**config.mk**
```make
export PLATFORM = sky130hd
export DESIGN_NAME = multi_queue_shared_buffer
export DESIGN_NICKNAME = d
export VERILOG_FILES = /design/src/rtl/core/mqsb_pkg.sv /design/src/rtl/core/mqsb_queue_table.sv /design/src/rtl/core/mqsb_slot_store.sv /design/src/rtl/core/multi_queue_shared_buffer.sv
export SDC_FILE = /design/constraint.sdc
export NUM_CORES = 1
export LEC_CHECK = 0
export ABC_CLOCK_PERIOD_IN_PS = 5700
export CAP_MARGIN = 20
export CORE_ASPECT_RATIO = 0.7
export CORE_UTILIZATION = 40
export CTS_BUF_LIST = sky130_fd_sc_hd__clkbuf_16
export DETAILED_ROUTE_END_ITERATION = 10
export DONT_BUFFER_PORTS = 1
export PLACE_DENSITY = 0.61
export SYNTH_ARGS = -nofsm -noshare
export SYNTH_HDL_FRONTEND = slang
export SYNTH_SLANG_ARGS = --single-unit
export TNS_END_PERCENT = 5
```
**constraint.sdc**
```tcl
create_clock -name clk_i -period 5.7 [get_ports clk_i]
set_input_delay 0.285 -clock clk_i [delete_from_list [all_inputs] [get_ports clk_i]]
set_output_delay 0.285 -clock clk_i [all_outputs]
set_load 0.01 [all_outputs]
```
**src/rtl/core/mqsb_pkg.sv**
```systemverilog
`default_nettype none

package mqsb_pkg;

  typedef enum logic [1:0] {
    S_IDLE   = 2'd0,
    S_LOOK   = 2'd1,
    S_UPDATE = 2'd2
  } mqsb_state_e;

  typedef enum logic [1:0] {
    ST_OK    = 2'd0,
    ST_FULL  = 2'd1,
    ST_EMPTY = 2'd2
  } mqsb_status_e;

  typedef enum logic {
    OP_ENQ = 1'b0,
    OP_DEQ = 1'b1
  } mqsb_op_e;

  typedef struct packed {
    logic rd_en;
    logic wr_en;
  } mqsb_qt_ctl_t;

  typedef struct packed {
    logic rd_en;
    logic link_we;
    logic data_we;
  } mqsb_slot_ctl_t;

endpackage

`default_nettype wire

```
**src/rtl/core/mqsb_queue_table.sv**
```systemverilog
`default_nettype none

// Per-queue head/tail pointers. Read data is registered; a write to the
// entry being read at the same edge is forwarded.
module mqsb_queue_table #(
  parameter int NUM_QUEUES = 8,
  parameter int SLOTS      = 16,
  localparam int QW = (NUM_QUEUES > 1) ? $clog2(NUM_QUEUES) : 1,
  localparam int SW = $clog2(SLOTS + 1)
) (
  input  wire                        clk_i,
  input  wire                        rst_ni,
  input  wire mqsb_pkg::mqsb_qt_ctl_t ctl_i,
  input  wire logic [QW-1:0]         rd_idx_i,
  input  wire logic [QW-1:0]         wr_idx_i,
  input  wire logic [SW-1:0]         wr_head_i,
  input  wire logic [SW-1:0]         wr_tail_i,
  output logic      [SW-1:0]         head_o,
  output logic      [SW-1:0]         tail_o
);

  localparam logic [SW-1:0] NullSlot = SW'(SLOTS);

  logic [2*SW-1:0]       mem [NUM_QUEUES];
  logic [NUM_QUEUES-1:0] vld_q;
  logic [2*SW-1:0]       ent_q;
  logic                  rd_vld_q;
  logic                  fwd;

  assign fwd = ctl_i.wr_en && (wr_idx_i == rd_idx_i);

  always_ff @(posedge clk_i) begin
    if (ctl_i.wr_en) begin
      mem[wr_idx_i] <= {wr_head_i, wr_tail_i};
    end
    if (ctl_i.rd_en) begin
      ent_q <= fwd ? {wr_head_i, wr_tail_i} : mem[rd_idx_i];
    end
  end

  // an entry never written reads as an empty queue
  always_ff @(posedge clk_i or negedge rst_ni) begin
    if (!rst_ni) begin
      vld_q    <= '0;
      rd_vld_q <= 1'b0;
    end else begin
      if (ctl_i.wr_en) begin
        vld_q[wr_idx_i] <= 1'b1;
      end
      if (ctl_i.rd_en) begin
        rd_vld_q <= fwd || vld_q[rd_idx_i];
      end
    end
  end

  assign head_o = rd_vld_q ? ent_q[2*SW-1:SW] : NullSlot;
  assign tail_o = ent_q[SW-1:0];

endmodule

`default_nettype wire

```
**src/rtl/core/mqsb_slot_store.sv**
```systemverilog
`default_nettype none

// Link and data memories for all slots. Slots at or above the watermark
// have never been allocated and read their reset link (next slot).
module mqsb_slot_store #(
  parameter int SLOTS      = 16,
  parameter int DATA_WIDTH = 32,
  localparam int SW = $clog2(SLOTS + 1),
  localparam int LW = $clog2(SLOTS)
) (
  input  wire                          clk_i,
  input  wire                          rst_ni,
  input  wire mqsb_pkg::mqsb_slot_ctl_t ctl_i,
  input  wire logic [SW-1:0]           rd_slot_i,
  input  wire logic [SW-1:0]           link_wr_slot_i,
  input  wire logic [SW-1:0]           link_wr_data_i,
  input  wire logic [SW-1:0]           data_wr_slot_i,
  input  wire logic [DATA_WIDTH-1:0]   data_wr_data_i,
  output logic      [SW-1:0]           link_rd_o,
  output logic      [DATA_WIDTH-1:0]   data_rd_o
);

  logic [SW-1:0]         link_mem [SLOTS];
  logic [DATA_WIDTH-1:0] data_mem [SLOTS];

  logic [SW-1:0]         link_rd_q;
  logic [DATA_WIDTH-1:0] data_rd_q;
  logic [SW-1:0]         rd_slot_q;
  logic [SW-1:0]         wm_q;
  logic                  fresh_q;

  always_ff @(posedge clk_i) begin
    if (ctl_i.link_we) begin
      link_mem[link_wr_slot_i[LW-1:0]] <= link_wr_data_i;
    end
    if (ctl_i.data_we) begin
      data_mem[data_wr_slot_i[LW-1:0]] <= data_wr_data_i;
    end
    if (ctl_i.rd_en) begin
      link_rd_q <= link_mem[rd_slot_i[LW-1:0]];
      data_rd_q <= data_mem[rd_slot_i[LW-1:0]];
      rd_slot_q <= rd_slot_i;
    end
  end

  // untouched slots are handed out in ascending order, so one count suffices
  always_ff @(posedge clk_i or negedge rst_ni) begin
    if (!rst_ni) begin
      wm_q    <= '0;
      fresh_q <= 1'b0;
    end else begin
      if (ctl_i.data_we && (data_wr_slot_i == wm_q)) begin
        wm_q <= wm_q + SW'(1);
      end
      if (ctl_i.rd_en) begin
        fresh_q <= (rd_slot_i >= wm_q);
      end
    end
  end

  assign link_rd_o = fresh_q ? (rd_slot_q + SW'(1)) : link_rd_q;
  assign data_rd_o = data_rd_q;

endmodule

`default_nettype wire

```
**src/rtl/core/multi_queue_shared_buffer.sv**
```systemverilog
// Several FIFO queues kept as linked lists in one shared slot buffer.
// Input channel: in_valid_i / in_stall_o with mode_i (0 enqueue, 1 dequeue),
// queue_id_i and value_i. Output channel: out_valid_o / out_stall_i with
// status_o (0 ok, 1 buffer full, 2 queue empty) and read_value_o, which is
// zero unless a dequeue succeeded. Every transaction yields one result.
// Sequence: after acceptance the queue table is read, then the slot
// memory, then the result is written back into the output register. A
// new transaction cannot start before the current one has read and written
// back the slot link memory and the free-list head; the next transaction
// is taken in the write-back cycle of the current one.
// Reset: all queues empty, every slot free in ascending order. No clearing
// pass is needed; a fill watermark supplies the reset links.
// Receiver stall: the result waits in the output register, a further
// transaction is still accepted and held in write-back until the output
// register frees.
`default_nettype none

module multi_queue_shared_buffer #(
  parameter int NUM_QUEUES = 8,
  parameter int SLOTS      = 16,
  parameter int DATA_WIDTH = 32
) (
  input  wire                clk_i,
  input  wire                rst_ni,
  input  wire                in_valid_i,
  output logic               in_stall_o,
  input  wire logic          mode_i,
  input  wire logic [2:0]    queue_id_i,
  input  wire logic signed [31:0] value_i,
  output logic               out_valid_o,
  input  wire                out_stall_i,
  output logic      [1:0]    status_o,
  output logic signed [31:0] read_value_o
);

  localparam int QW = (NUM_QUEUES > 1) ? $clog2(NUM_QUEUES) : 1;
  localparam int SW = $clog2(SLOTS + 1);
  localparam logic [SW-1:0] NullSlot = SW'(SLOTS);

  mqsb_pkg::mqsb_state_e  state_q, state_d;
  mqsb_pkg::mqsb_status_e status_q, status_d;
  mqsb_pkg::mqsb_op_e     mode_q;

  logic            in_acc, done;
  logic [QW-1:0]   qidx_q;
  logic            q_ok_q;
  logic [31:0]     value_q;
  logic [SW-1:0]   free_head_q, free_head_d;
  logic            out_valid_q;
  logic [31:0]     read_value_q, read_value_d;

  mqsb_pkg::mqsb_qt_ctl_t   qt_ctl;
  mqsb_pkg::mqsb_slot_ctl_t slot_ctl;
  logic [SW-1:0] qt_head, qt_tail, qt_wr_head, qt_wr_tail;
  logic          qt_we, link_we, data_we;
  logic [SW-1:0] rd_slot, link_rd, link_wr_slot, link_wr_data;
  logic [DATA_WIDTH-1:0] data_rd;
  logic          head_ok, free_ok;

  assign done       = (state_q == mqsb_pkg::S_UPDATE) && (!out_valid_q || !out_stall_i);
  assign in_stall_o = !((state_q == mqsb_pkg::S_IDLE) || done);
  assign in_acc     = in_valid_i && !in_stall_o;

  always_ff @(posedge clk_i or negedge rst_ni) begin
    if (!rst_ni) begin
      state_q     <= mqsb_pkg::S_IDLE;
      free_head_q <= '0;
      out_valid_q <= 1'b0;
    end else begin
      state_q     <= state_d;
      free_head_q <= free_head_d;
      out_valid_q <= done || (out_valid_q && out_stall_i);
    end
  end

  always_ff @(posedge clk_i) begin
    if (in_acc) begin
      mode_q  <= mqsb_pkg::mqsb_op_e'(mode_i);
      qidx_q  <= QW'(queue_id_i);
      q_ok_q  <= (32'(queue_id_i) < NUM_QUEUES);
      value_q <= value_i;
    end
    if (done) begin
      status_q     <= status_d;
      read_value_q <= read_value_d;
    end
  end

  always_comb begin
    state_d = state_q;
    unique case (state_q)
      mqsb_pkg::S_IDLE: begin
        if (in_acc) state_d = mqsb_pkg::S_LOOK;
      end
      mqsb_pkg::S_LOOK: begin
        state_d = mqsb_pkg::S_UPDATE;
      end
      mqsb_pkg::S_UPDATE: begin
        if (done) state_d = in_acc ? mqsb_pkg::S_LOOK : mqsb_pkg::S_IDLE;
      end
      default: begin
        state_d = mqsb_pkg::S_IDLE;
      end
    endcase
  end

  // write-back: the tail slot's link is not cleared on enqueue, so a dequeue
  // of the tail slot takes null as the new head instead of reading it
  always_comb begin
    head_ok      = (qt_head < NullSlot);
    free_ok      = (free_head_q < NullSlot);
    status_d     = mqsb_pkg::ST_OK;
    read_value_d = '0;
    free_head_d  = free_head_q;
    qt_we        = 1'b0;
    qt_wr_head   = qt_head;
    qt_wr_tail   = qt_tail;
    link_we      = 1'b0;
    link_wr_slot = qt_head;
    link_wr_data = free_head_q;
    data_we      = 1'b0;
    if (mode_q == mqsb_pkg::OP_ENQ) begin
      if (!q_ok_q || !free_ok) begin
        status_d = mqsb_pkg::ST_FULL;
      end else begin
        free_head_d = link_rd;
        qt_we       = 1'b1;
        qt_wr_head  = head_ok ? qt_head : free_head_q;
        qt_wr_tail  = free_head_q;
        data_we     = 1'b1;
        if (head_ok && (qt_tail < NullSlot)) begin
          link_we      = 1'b1;
          link_wr_slot = qt_tail;
          link_wr_data = free_head_q;
        end
      end
    end else begin
      if (!q_ok_q || !head_ok) begin
        status_d = mqsb_pkg::ST_EMPTY;
      end else begin
        qt_we        = 1'b1;
        qt_wr_head   = (qt_head == qt_tail) ? NullSlot : link_rd;
        link_we      = 1'b1;
        free_head_d  = qt_head;
        read_value_d = 32'(data_rd);
      end
    end
    if (!done) begin
      free_head_d = free_head_q;
      qt_we       = 1'b0;
      link_we     = 1'b0;
      data_we     = 1'b0;
    end
  end

  assign qt_ctl.rd_en = in_acc;
  assign qt_ctl.wr_en = qt_we;

  assign rd_slot          = (mode_q == mqsb_pkg::OP_DEQ) ? qt_head : free_head_q;
  assign slot_ctl.rd_en   = (state_q == mqsb_pkg::S_LOOK);
  assign slot_ctl.link_we = link_we;
  assign slot_ctl.data_we = data_we;

  mqsb_queue_table #(
    .NUM_QUEUES (NUM_QUEUES),
    .SLOTS      (SLOTS)
  ) u_queue_table (
    .clk_i     (clk_i),
    .rst_ni    (rst_ni),
    .ctl_i     (qt_ctl),
    .rd_idx_i  (QW'(queue_id_i)),
    .wr_idx_i  (qidx_q),
    .wr_head_i (qt_wr_head),
    .wr_tail_i (qt_wr_tail),
    .head_o    (qt_head),
    .tail_o    (qt_tail)
  );

  mqsb_slot_store #(
    .SLOTS      (SLOTS),
    .DATA_WIDTH (DATA_WIDTH)
  ) u_slot_store (
    .clk_i          (clk_i),
    .rst_ni         (rst_ni),
    .ctl_i          (slot_ctl),
    .rd_slot_i      (rd_slot),
    .link_wr_slot_i (link_wr_slot),
    .link_wr_data_i (link_wr_data),
    .data_wr_slot_i (free_head_q),
    .data_wr_data_i (DATA_WIDTH'(value_q)),
    .link_rd_o      (link_rd),
    .data_rd_o      (data_rd)
  );

  assign out_valid_o  = out_valid_q;
  assign status_o     = status_q;
  assign read_value_o = read_value_q;

  a_look_then_update: assert property (@(posedge clk_i) disable iff (!rst_ni)
    state_q == mqsb_pkg::S_LOOK |=> state_q == mqsb_pkg::S_UPDATE)
    else $error("slot read not followed by write-back");

  a_result_from_update: assert property (@(posedge clk_i) disable iff (!rst_ni)
    $rose(out_valid_q) |-> $past(state_q == mqsb_pkg::S_UPDATE))
    else $error("result raised outside write-back");

  a_zero_on_failure: assert property (@(posedge clk_i) disable iff (!rst_ni)
    (out_valid_q && (status_q != mqsb_pkg::ST_OK)) |-> (read_value_q == '0))
    else $error("non-zero data with failing status");

  a_free_head_range: assert property (@(posedge clk_i) disable iff (!rst_ni)
    free_head_q <= NullSlot)
    else $error("free-list head out of range");

endmodule

`default_nettype wire
```
==> metrics, run 1 <==
Synth Cell Area=approximately 32,000 um2; top post-synthesis cells by area=edfxtp_1, mux4_2, nand3_1; final instance area=approximately 36,000 um2; Total Neg Setup Slack=0 ns; First-pass DRT Iterations=8; CTS tree=done; simple-gate share of the synthesized area=under 10%; Tmin final=about 3.8 ns; hold path startpoint=queue_id_i[2]; io pins=76; fmax=0.262 GHz; number of global-route vias before repair=around 17,000; post_cts resized=0; Fin. Hold Viols=0; Synth area leader=edfxtp_1; Post-Synth XOR/XNOR Area=less than 1%; power share of the combinational group=17.1%; worst path cell trace=and3_2, nor2_8, inv_6, buf_4, ha_1, a21o_1, a21o_1, a21oi_1, o21ai_0; Internal Pwr Total=roughly 11 mW; Worst Hold Path EP=u_queue_table.ent_q[8]; Mapped Cells=1,859; number of synthesized register bits=817; CTS Root Cell=clkbuf_16; Lkg Pwr=11.8 nW; first-pass GRT wire length=approximately 120,000 um; VDD IR-drop max=0.387 mV; Synth top area share=74.5%; P per Cell Area=423 nW/um2; multiplexer area fraction after synthesis=7.77%; die width=around 340 um; status=completed; WL per Instance=between 20 and 30 um; syn_nets=between 1,500 and 2,000; CP Launch Type=flip-flop; Starting Density=around 41%; P&R area growth vs syn=13.9%; later-pin clock latency in the skew report=between 0.6 and 0.7 ns; Syn. warnings=0; Finished Layout Cells=3,022; RD Place Congestion=0.790; drt drc=0; post-placement cell count=2,837; core area=about 80,000 um2; Synth Flop Type=edfxtp_1; DRT iter0 DRCs=~2,100; # rows=86; top cells by count, synth=edfxtp_1, nand3_1, nand2_1, mux4_2, o21ai_0; max_slew headroom=21.9%; worst r2r path cells=9; Ant. Diodes=0; total power=approximately 15 mW; Worst EP required=a little over 6 ns; EDFF count, synth=794; Unique masters post-synth=between 50 and 60; GRT Overall Usage=19.3%; clock sinks=817; Net Switching=roughly 4.2 mW; most frequent cell after synthesis=edfxtp_1; RSZ-0062 raised after global routing=false; port bufs=0; pre-CTS WS=between 1.5 and 2 ns; worst r2r dst=u_slot_store.fresh_q; CP bufs+invs=2; delay-heaviest family, CP=simple AND/OR/NAND/NOR gates; Largest stage delay, worst path=0.74 ns; Least-Margin Pin Slew=roughly 1.2 ns; most frequent CP cell=a21o_1; CP max FO=roughly 90; grt ovf=0; via count=between 15,000 and 20,000; final core utilization=46.2%; final period utilization=roughly 67%; share of the yosys chip area belonging to registers=between 70% and 80%; nets=approximately 2,000; share of cells above drive strength 1=between 10% and 20%; critical path type=reg -> reg; CTS Buffer Depth=3; max-cap violation count=0; Critical Path End Type=flip-flop; Async S/R FF share, synth=2.82%; Sw Share=between 20% and 30%; initial antenna violation count=5; post-DR vias/cell=~5.7; CTS buffer count=around 80; count of final max-slew check failures=0; final setup violation count=0; Layout Skew=around 0.018 ns; slack of the critical path=~1.9 ns; detailed-route wire length=77,800 um; worst reg2reg setup slack=about 1.9 ns; R2R Path Start=mode_q; syn avg cell area=around 17 um2; DP Wirelength=42,400 um; main combinational cell family by area after synthesis=simple AND/OR/NAND/NOR gates; Chip Height=~240 um; post-placement cell area=roughly 33,000 um2; Post-Synth Adder-Cell Area=0.274%; CP max stage cell=edfxtp_1; post-route ant nets=0; H-tree levels=3; Die Area=a little over 80,000 um2; Crit path arrival time=between 4 and 5 ns; final hold slack=0.0370 ns; clk slew on worst S/H paths=0.07 ns; Clock Power Share=35.1%; largest net degree at the start of global routing=just under 100; sequential fraction of design power=47.8%; hold depth=3; post-synthesis compound-gate area fraction=5.47%; Worst Hold Class=in -> reg
[layout by cell type (no fill, tap or decap), types with 3 or more instances in the layout]
cell type,Yosys,final
nor3_2,0,4
or2_2,8,8
o21bai_1,4,4
clkinv_2,0,11
inv_1,13,26
buf_4,5,44
clkbuf_16,0,81
a31oi_1,9,9
o21ai_0,92,92
a311o_1,37,37
mux2_2,7,7
dfrtp_1,23,23
a211oi_1,37,37
nand2_1,140,139
xnor2_1,14,14
nand4_1,4,4
o31ai_1,4,4
nor3_1,10,6
nand3_1,191,190
a32oi_1,38,38
a21o_1,5,5
ha_1,7,7
nor2_4,0,14
bufinv_16,0,13
a21oi_1,8,7
mux2i_1,21,21
and2_1,37,35
nor2b_1,5,3
nand2b_1,8,7
nor3b_1,4,4
buf_12,0,4
dlygate4sd3_1,0,41
and3_1,42,41
inv_6,0,8
edfxtp_1,794,794
mux4_2,97,97
nor2_1,40,28
clkinv_1,0,17
[state kept, by name, indices dropped and copies added (netlist names), 2 cells and up]
register,count
free_head_q,5
qidx_q,3
read_value_o,32
state_q,2
status_o,2
u_queue_table.ent_q,10
u_queue_table.mem,80
u_queue_table.vld_q,8
u_slot_store.data_mem,512
u_slot_store.data_rd_o,32
u_slot_store.link_mem,80
u_slot_store.link_rd_q,5
u_slot_store.rd_slot_q,5
u_slot_store.wm_q,5
value_q,32
[repair_timing]
item                      in CTS  in global routing
hold endpoints to repair      74                  1
hold buffers                  41                  1
setup buffers                  0                  0
[area by class of cell]
cell class | count | area, um2
fillers | 6592 | 42400
inverters | 17 | 76.3
repair buffers | 89 | 821
multi-input cells | 900 | 7140
clock buffers | 81 | 2030
well taps | 1056 | 1320
clock inverters | 62 | 627
flip-flops and latches | 817 | 24400
[cells by family (layout without fill, tap and decap cells)]
| group | count (synthesis) | count (layout) |
|---|---|---|
| fa+ha+maj | 7 | 7 |
| buf+inv | 142 | 249 |
| xor+xnor | 16 | 16 |
| simple gates | 504 | 504 |
| mux | 126 | 126 |
| flops | 817 | 817 |
| compound gates | 247 | 247 |
[worst min-delay path: cells and delay by family]
family	cells	cell delay (ns)
AO/OA/AOI/OAI	1	0.06
multiplexers	2	0.22
[worst max path at each step]
stage,start,slack [ns],end,depth (start not counted)
after floorplan,state_q[0],0.01,u_slot_store.data_mem[3][0],4
after global routing,mode_q,1.71,u_slot_store.fresh_q,9
after global placement,mode_q,1.96,u_slot_store.fresh_q,9
after CTS,mode_q,1.91,u_slot_store.fresh_q,9
final,mode_q,1.88,u_slot_store.fresh_q,9
after detailed placement,mode_q,1.92,u_slot_store.fresh_q,9
[routing by layer]
| layer | track usage, % | wire length [um] | vias up |
|---|---|---|---|
| li1 | - | - | 7490 |
| met1 | 28.1 | 34600 | 8893 |
| met2 | 29.2 | 35100 | 751 |
| met3 | 4.45 | 6590 | 120 |
| met4 | 4.70 | 1450 | 2 |
| met5 | 0 | 8 | - |
[power groups by stage]
stage               sequential (mW)  combinational (mW)  clock, mW
floorplan                      7.32                1.86          0
global placement               7.47                2.55          0
finish                         7.36                2.64       5.41
global route                   7.40                2.85       5.74
CTS                            7.36                2.65       5.51
detailed placement             7.49                2.60          0
Note: power is estimated with default switching activity, not from simulation.
==> inputs of run 2 (changes only) <==
ABC_CLOCK_PERIOD_IN_PS = 3800   (was 5700)
PLACE_DENSITY = 0.59   (was 0.61)
clock period = 3.8 ns   (was 5.7 ns; I/O delays follow)
==> run 2 against run 1 <==
Flip-flop and latch count unchanged; setup slack got worse by 1.2 ns; wire length increased by 1.1%; largest cell class unchanged.
==> metrics, run 2 (same netlist as run 1, synthesis figures left out) <==
slack of the critical path=0.727 ns (was 1.88 ns); share of cells above drive strength 1=16.5% (was 15.9%); initial antenna violation count=1 (was 5); nets=1,967 (was 1,950); area occupied by multi-input gates=7160 um2 (was 7140 um2); first-pass GRT wire length=116,000 um (about the same); Least-Margin Pin Slew=1.00 ns (was 1.17 ns); detailed-route wire length=78,600 um (was 77,800 um); clock sinks=817 (unchanged); leading cell type in the layout, fill and taps excluded=edfxtp_1 (unchanged); # fillers=6,618 (was 6,592); via count=17,600 (was 17,300); fmax=0.325 GHz (was 0.262 GHz); WL per Instance=25.8 um (was 25.7 um); First-pass DRT Iterations=5 (was 8); Finished Layout Cells=3,041 (was 3,022); # rows=86 (unchanged); clk slew on worst S/H paths=0.06 ns (was 0.07 ns); CP max stage cell=edfxtp_1 (unchanged); RSZ-0062 raised after global routing=false (unchanged); Register Area=24,400 um2 (unchanged); critical path type=reg -> reg (unchanged); total power=23.3 mW (was 15.4 mW); Tmin final=3.07 ns (was 3.82 ns); P&R area growth vs syn=15.1% (was 13.9%); final period utilization=80.9% (was 67.0%); status=completed (unchanged); largest net degree at the start of global routing=109 (was 98); Lkg Pwr=11.9 nW (was 11.8 nW); count of final max-slew check failures=0 (unchanged); number of global-route vias before repair=17,200 (was 17,400); Largest stage delay, worst path=0.67 ns (was 0.74 ns); Critical Path End Type=flip-flop (unchanged); commonest non-fill, non-tap cells in the layout=edfxtp_1, nand3_1, nand2_1 (unchanged); CTS buffer count=79 (was 78); Worst EP required=4.06 ns (was 6.21 ns); CP Launch Type=flip-flop (unchanged); worst path cell trace=or2_1, or3_1, o32ai_1, nand2_1, nor2_1 (was and3_2, nor2_8, inv_6, buf_4, ha_1, a21o_1, a21o_1, a21oi_1, o21ai_0); CTS Root Cell=clkbuf_16 (unchanged); die width=340 um (unchanged); io pins=76 (unchanged); CTS tree=done (unchanged); final setup violation count=0 (unchanged); Layout Skew=0.0230 ns (was 0.0176 ns); post-placement cell count=2,851 (was 2,837); GRT Overall Usage=19.4% (was 19.3%); pre-CTS WS=0.777 ns (was 1.92 ns); post-DR vias/cell=5.77 (was 5.71); Chip Height=239 um (unchanged); core area=78,900 um2 (unchanged); Die Area=81,100 um2 (unchanged); DP Wirelength=41,900 um (was 42,400 um); max reg flops=512 (unchanged); Worst Hold Class=in -> reg (unchanged); final core utilization=46.7% (was 46.2%); Fin. Hold Viols=0 (unchanged); P per Cell Area=633 nW/um2 (was 423 nW/um2); H-tree levels=3 (unchanged); max-cap violation count=0 (unchanged); post-route ant nets=0 (unchanged); drt drc=0 (unchanged); DRT iter0 DRCs=1,997 (was 2,091); Starting Density=40.6% (unchanged); post_cts resized=0 (unchanged); VDD IR-drop max=0.415 mV (was 0.387 mV); CP max FO=19 (was 88); port bufs=0 (unchanged); max_slew headroom=33.2% (was 21.9%); RD Place Congestion=0.815 (was 0.790); grt ovf=0 (unchanged); CTS Buffer Depth=3 (unchanged); later-pin clock latency in the skew report=0.64 ns (was 0.63 ns); final hold slack=0.0304 ns (was 0.0370 ns); Crit path arrival time=3.33 ns (was 4.33 ns)
==> run 2: cell count changes in the layout (fill, tap and decap cells not counted), sizes merged <==
cell and change:
diode +1, inv -2, buf +14, dlygate4sd3 +1, clkbuf +1, clkinv +5, bufinv -1
==> run 2: metrics by stage <==
stage	area [um2]	TNS [ns]
final	36800	0
after global routing	36800	0
after CTS	36800	0
after detailed placement	33700	0
after global placement	33700	0
after floorplan	32000	-19.72
==> run 2: report_power, final <==
part	total [mW]	switching, mW	internal [mW]
clock network	8.10	3.39	4.71
registers	10.9	0.325	10.6
logic	4.28	2.74	1.54
==> run 2: critical path: cells and delay by family (launching register included) <==
kind               cells  cell delay (ns)
DFF                    1             0.67
AOI/OAI and AO/OA      1             0.41
and+or+nand+nor        4             1.62
==> run 2: layer usage <==
layer | part of all wire, % | track usage [%]
met4 | 1.9 | 4.72
met5 | 0 | 0
met2 | 46 | 29.7
met1 | 45 | 28.8
met3 | 6.8 | 3.50
==> run 2: final cells by class <==
type / instances / share of cell area [%]
Sequential cell: 817 / 66.3
Clock buffer: 81 / 5.51
Tap cell: 1056 / 3.59
Timing Repair Buffer: 105 / 3.14
Inverter: 17 / 0.207
Clock inverter: 64 / 1.77
Multi-Input combinational cell: 900 / 19.4
Antenna cell: 1 / 0.00680
==> run 2: timing repair <==
action,CTS,global route
hold buffers,43,0
endpoints found under the hold margin,73,0
setup buffers,0,0
==> run 2: worst paths after layout <==
kind	start	end	slack, ns	cells past startpoint
setup / recovery	mode_q	u_slot_store.link_mem[6][1]	0.73	5
hold / removal	queue_id_i[2]	u_queue_table.ent_q[5]	0.03	3
setup reg to reg	mode_q	u_slot_store.link_mem[6][1]	0.73	5
hold reg to reg	u_queue_table.vld_q[2]	u_queue_table.vld_q[2]	0.47	1
max in group asynchronous	rst_ni	free_head_q[1]	1.84	4
min in group asynchronous	rst_ni	u_slot_store.wm_q[4]	0.55	3
==> inputs of run 3 (changes only) <==
ABC_CLOCK_PERIOD_IN_PS = 3200   (was 3800)
clock period = 3.2 ns   (was 3.8 ns; I/O delays follow)
==> run 3 against run 2 <==
Critical endpoint is now u_slot_store.data_rd_o[9]; clock power up 8.5%; sequential power is 19% higher; die area stayed put; critical path type unchanged; first-iteration DRC count down 14%; non-clock buffer count is 19 higher; via count down 0.65%.
==> metrics, run 3 (same netlist as run 1, synthesis figures left out) <==
critical path type=reg -> reg (unchanged); Worst EP required=3.66 ns (was 4.06 ns); post-route ant nets=0 (unchanged); CTS Hold Bufs=43 (unchanged); GRT Overall Usage=19.3% (was 19.4%); Lkg Pwr=11.9 nW (about the same); # rows=86 (unchanged); Crit path arrival time=3.21 ns (was 3.33 ns); initial antenna violation count=3 (was 1); CTS buffer count=79 (unchanged); later-pin clock latency in the skew report=0.63 ns (was 0.64 ns); CTS tree=done (unchanged); Fin. Hold Viols=0 (unchanged); DP Wirelength=43,900 um (was 41,900 um); # fillers=6,558 (was 6,618); number of global-route vias before repair=17,500 (was 17,200); port bufs=0 (unchanged); status=completed (unchanged); Starting Density=40.6% (unchanged); DRT iter0 DRCs=1,714 (was 1,997); CTS Root Cell=clkbuf_16 (unchanged); leading cell type in the layout, fill and taps excluded=edfxtp_1 (unchanged); CP max stage cell=edfxtp_1 (unchanged); via count=17,400 (was 17,600); fmax=0.364 GHz (was 0.325 GHz); clock sinks=817 (unchanged); max_slew headroom=41.1% (was 33.2%); count of final max-slew check failures=0 (unchanged); nets=1,986 (was 1,967); Layout Skew=0.0284 ns (was 0.0230 ns); CTS Buffer Depth=3 (unchanged); CP max FO=17 (was 19); RD Place Congestion=0.819 (was 0.815); max-cap violation count=0 (unchanged); grt ovf=0 (unchanged); Least-Margin Pin Slew=0.884 ns (was 1.00 ns); Die Area=81,100 um2 (unchanged); first-pass GRT wire length=115,000 um (was 116,000 um); post-DR vias/cell=5.71 (was 5.77); Total Neg Setup Slack=0 ns (unchanged); core area=78,900 um2 (unchanged); clk slew on worst S/H paths=0.07 ns (was 0.06 ns); io pins=76 (unchanged); VDD IR-drop max=0.376 mV (was 0.415 mV); largest net degree at the start of global routing=109 (unchanged); P per Cell Area=732 nW/um2 (was 633 nW/um2); Ant. Diodes=0 (was 1); final period utilization=86.0% (was 80.9%); detailed-route wire length=78,000 um (was 78,600 um); commonest non-fill, non-tap cells in the layout=edfxtp_1, nand3_1, nand2_1 (unchanged); share of cells above drive strength 1=17.1% (was 16.5%); Global Route met3 Usage=4.43% (was 3.50%); Chip Height=239 um (unchanged); # Post-CTS Setup Buffers=0 (unchanged); met2 Usage GRT=29.3% (was 29.7%); drt drc=0 (unchanged); die width=340 um (unchanged); slack of the critical path=0.449 ns (was 0.727 ns); RSZ-0062 raised after global routing=false (unchanged); H-tree levels=3 (unchanged); worst path cell trace=and3_1, a21o_1, nand2_2, buf_4, a311o_1, nand3_1 (was or2_1, or3_1, o32ai_1, nand2_1, nor2_1); P&R area growth vs syn=15.1% (about the same); met1 Use GR=28.3% (was 28.8%); pre-CTS WS=0.488 ns (was 0.777 ns); final setup violation count=0 (unchanged); max reg flops=512 (unchanged); GRT Max-Usage Layer=met2 (unchanged); WL per Instance=25.5 um (was 25.8 um); CP Launch Type=flip-flop (unchanged); final core utilization=46.7% (about the same); post-placement cell area=33,900 um2 (was 33,700 um2); Worst Hold Class=in -> reg (unchanged); final instance area=36,800 um2 (about the same); Tmin final=2.75 ns (was 3.07 ns); Critical Path End Type=flip-flop (unchanged); First-pass DRT Iterations=5 (unchanged); Largest stage delay, worst path=0.66 ns (was 0.67 ns); post_cts resized=0 (unchanged)
## run 3: cell types whose count changed in the layout (fill, tap and decap cells not counted), moves of 2 or more
cell       before  now
clkinv_4        2    0
clkinv_16       2    0
buf_4          41   51
buf_12         21   30
bufinv_16      12    4
clkinv_2       12   17
## run 3: path summary, 6_finish.rpt
kind | start | to | slack [ns] | cells past startpoint
worst max-delay path | mode_q | u_slot_store.data_rd_o[9] | 0.45 | 6
worst min-delay path | queue_id_i[1] | u_queue_table.ent_q[2] | 0.04 | 3
worst max register to register | mode_q | u_slot_store.data_rd_o[9] | 0.45 | 6
worst min register to register | u_queue_table.vld_q[1] | u_queue_table.vld_q[1] | 0.47 | 1
max in group asynchronous | rst_ni | u_slot_store.wm_q[3] | 2.08 | 4
min in group asynchronous | rst_ni | u_queue_table.vld_q[6] | 0.64 | 3
## run 3: per-stage QoR
stage,hold slack (ns),power [mW],cells
after floorplan,-0.136,16.4,1859
after global placement,-0.133,18.2,2870
after detailed placement,-0.133,18.3,2870
after CTS,0.00623,27.1,3053
after global routing,0.0546,28.0,3054
final,0.0426,27.0,3054
## run 3: metal layers
metal	vias to the layer above	share of wire [%]
met1	9012	45
met4	0	1.8
met2	736	45
met3	113	8.1
met5	-	0
li1	7576	-
## run 3: where the power goes
group / total [mW] / switching (mW) / internal [mW]
logic: 5.19 / 3.26 / 1.93
clock network: 8.79 / 3.92 / 4.87
registers: 13.0 / 0.403 / 12.6
total: 27.0 / 7.58 / 19.4
## run 3: worst max-delay path: cells and delay by family, from the launching register on
kind            cells  cell delay, ns
compound gates      2            0.70
flops               1            0.66
simple gates        3            0.87
buf+inv             1            0.33
## run 3: final cells by class
cell class	count	area, um2	area share [%]
timing repair buffer	124	1430	3.89
inverter	17	76.3	0.207
clock buffer	80	2000	5.44
sequential	817	24400	66.3
tap	1056	1320	3.59
clock inverter	60	398	1.08
multi-input combinational	900	7160	19.4
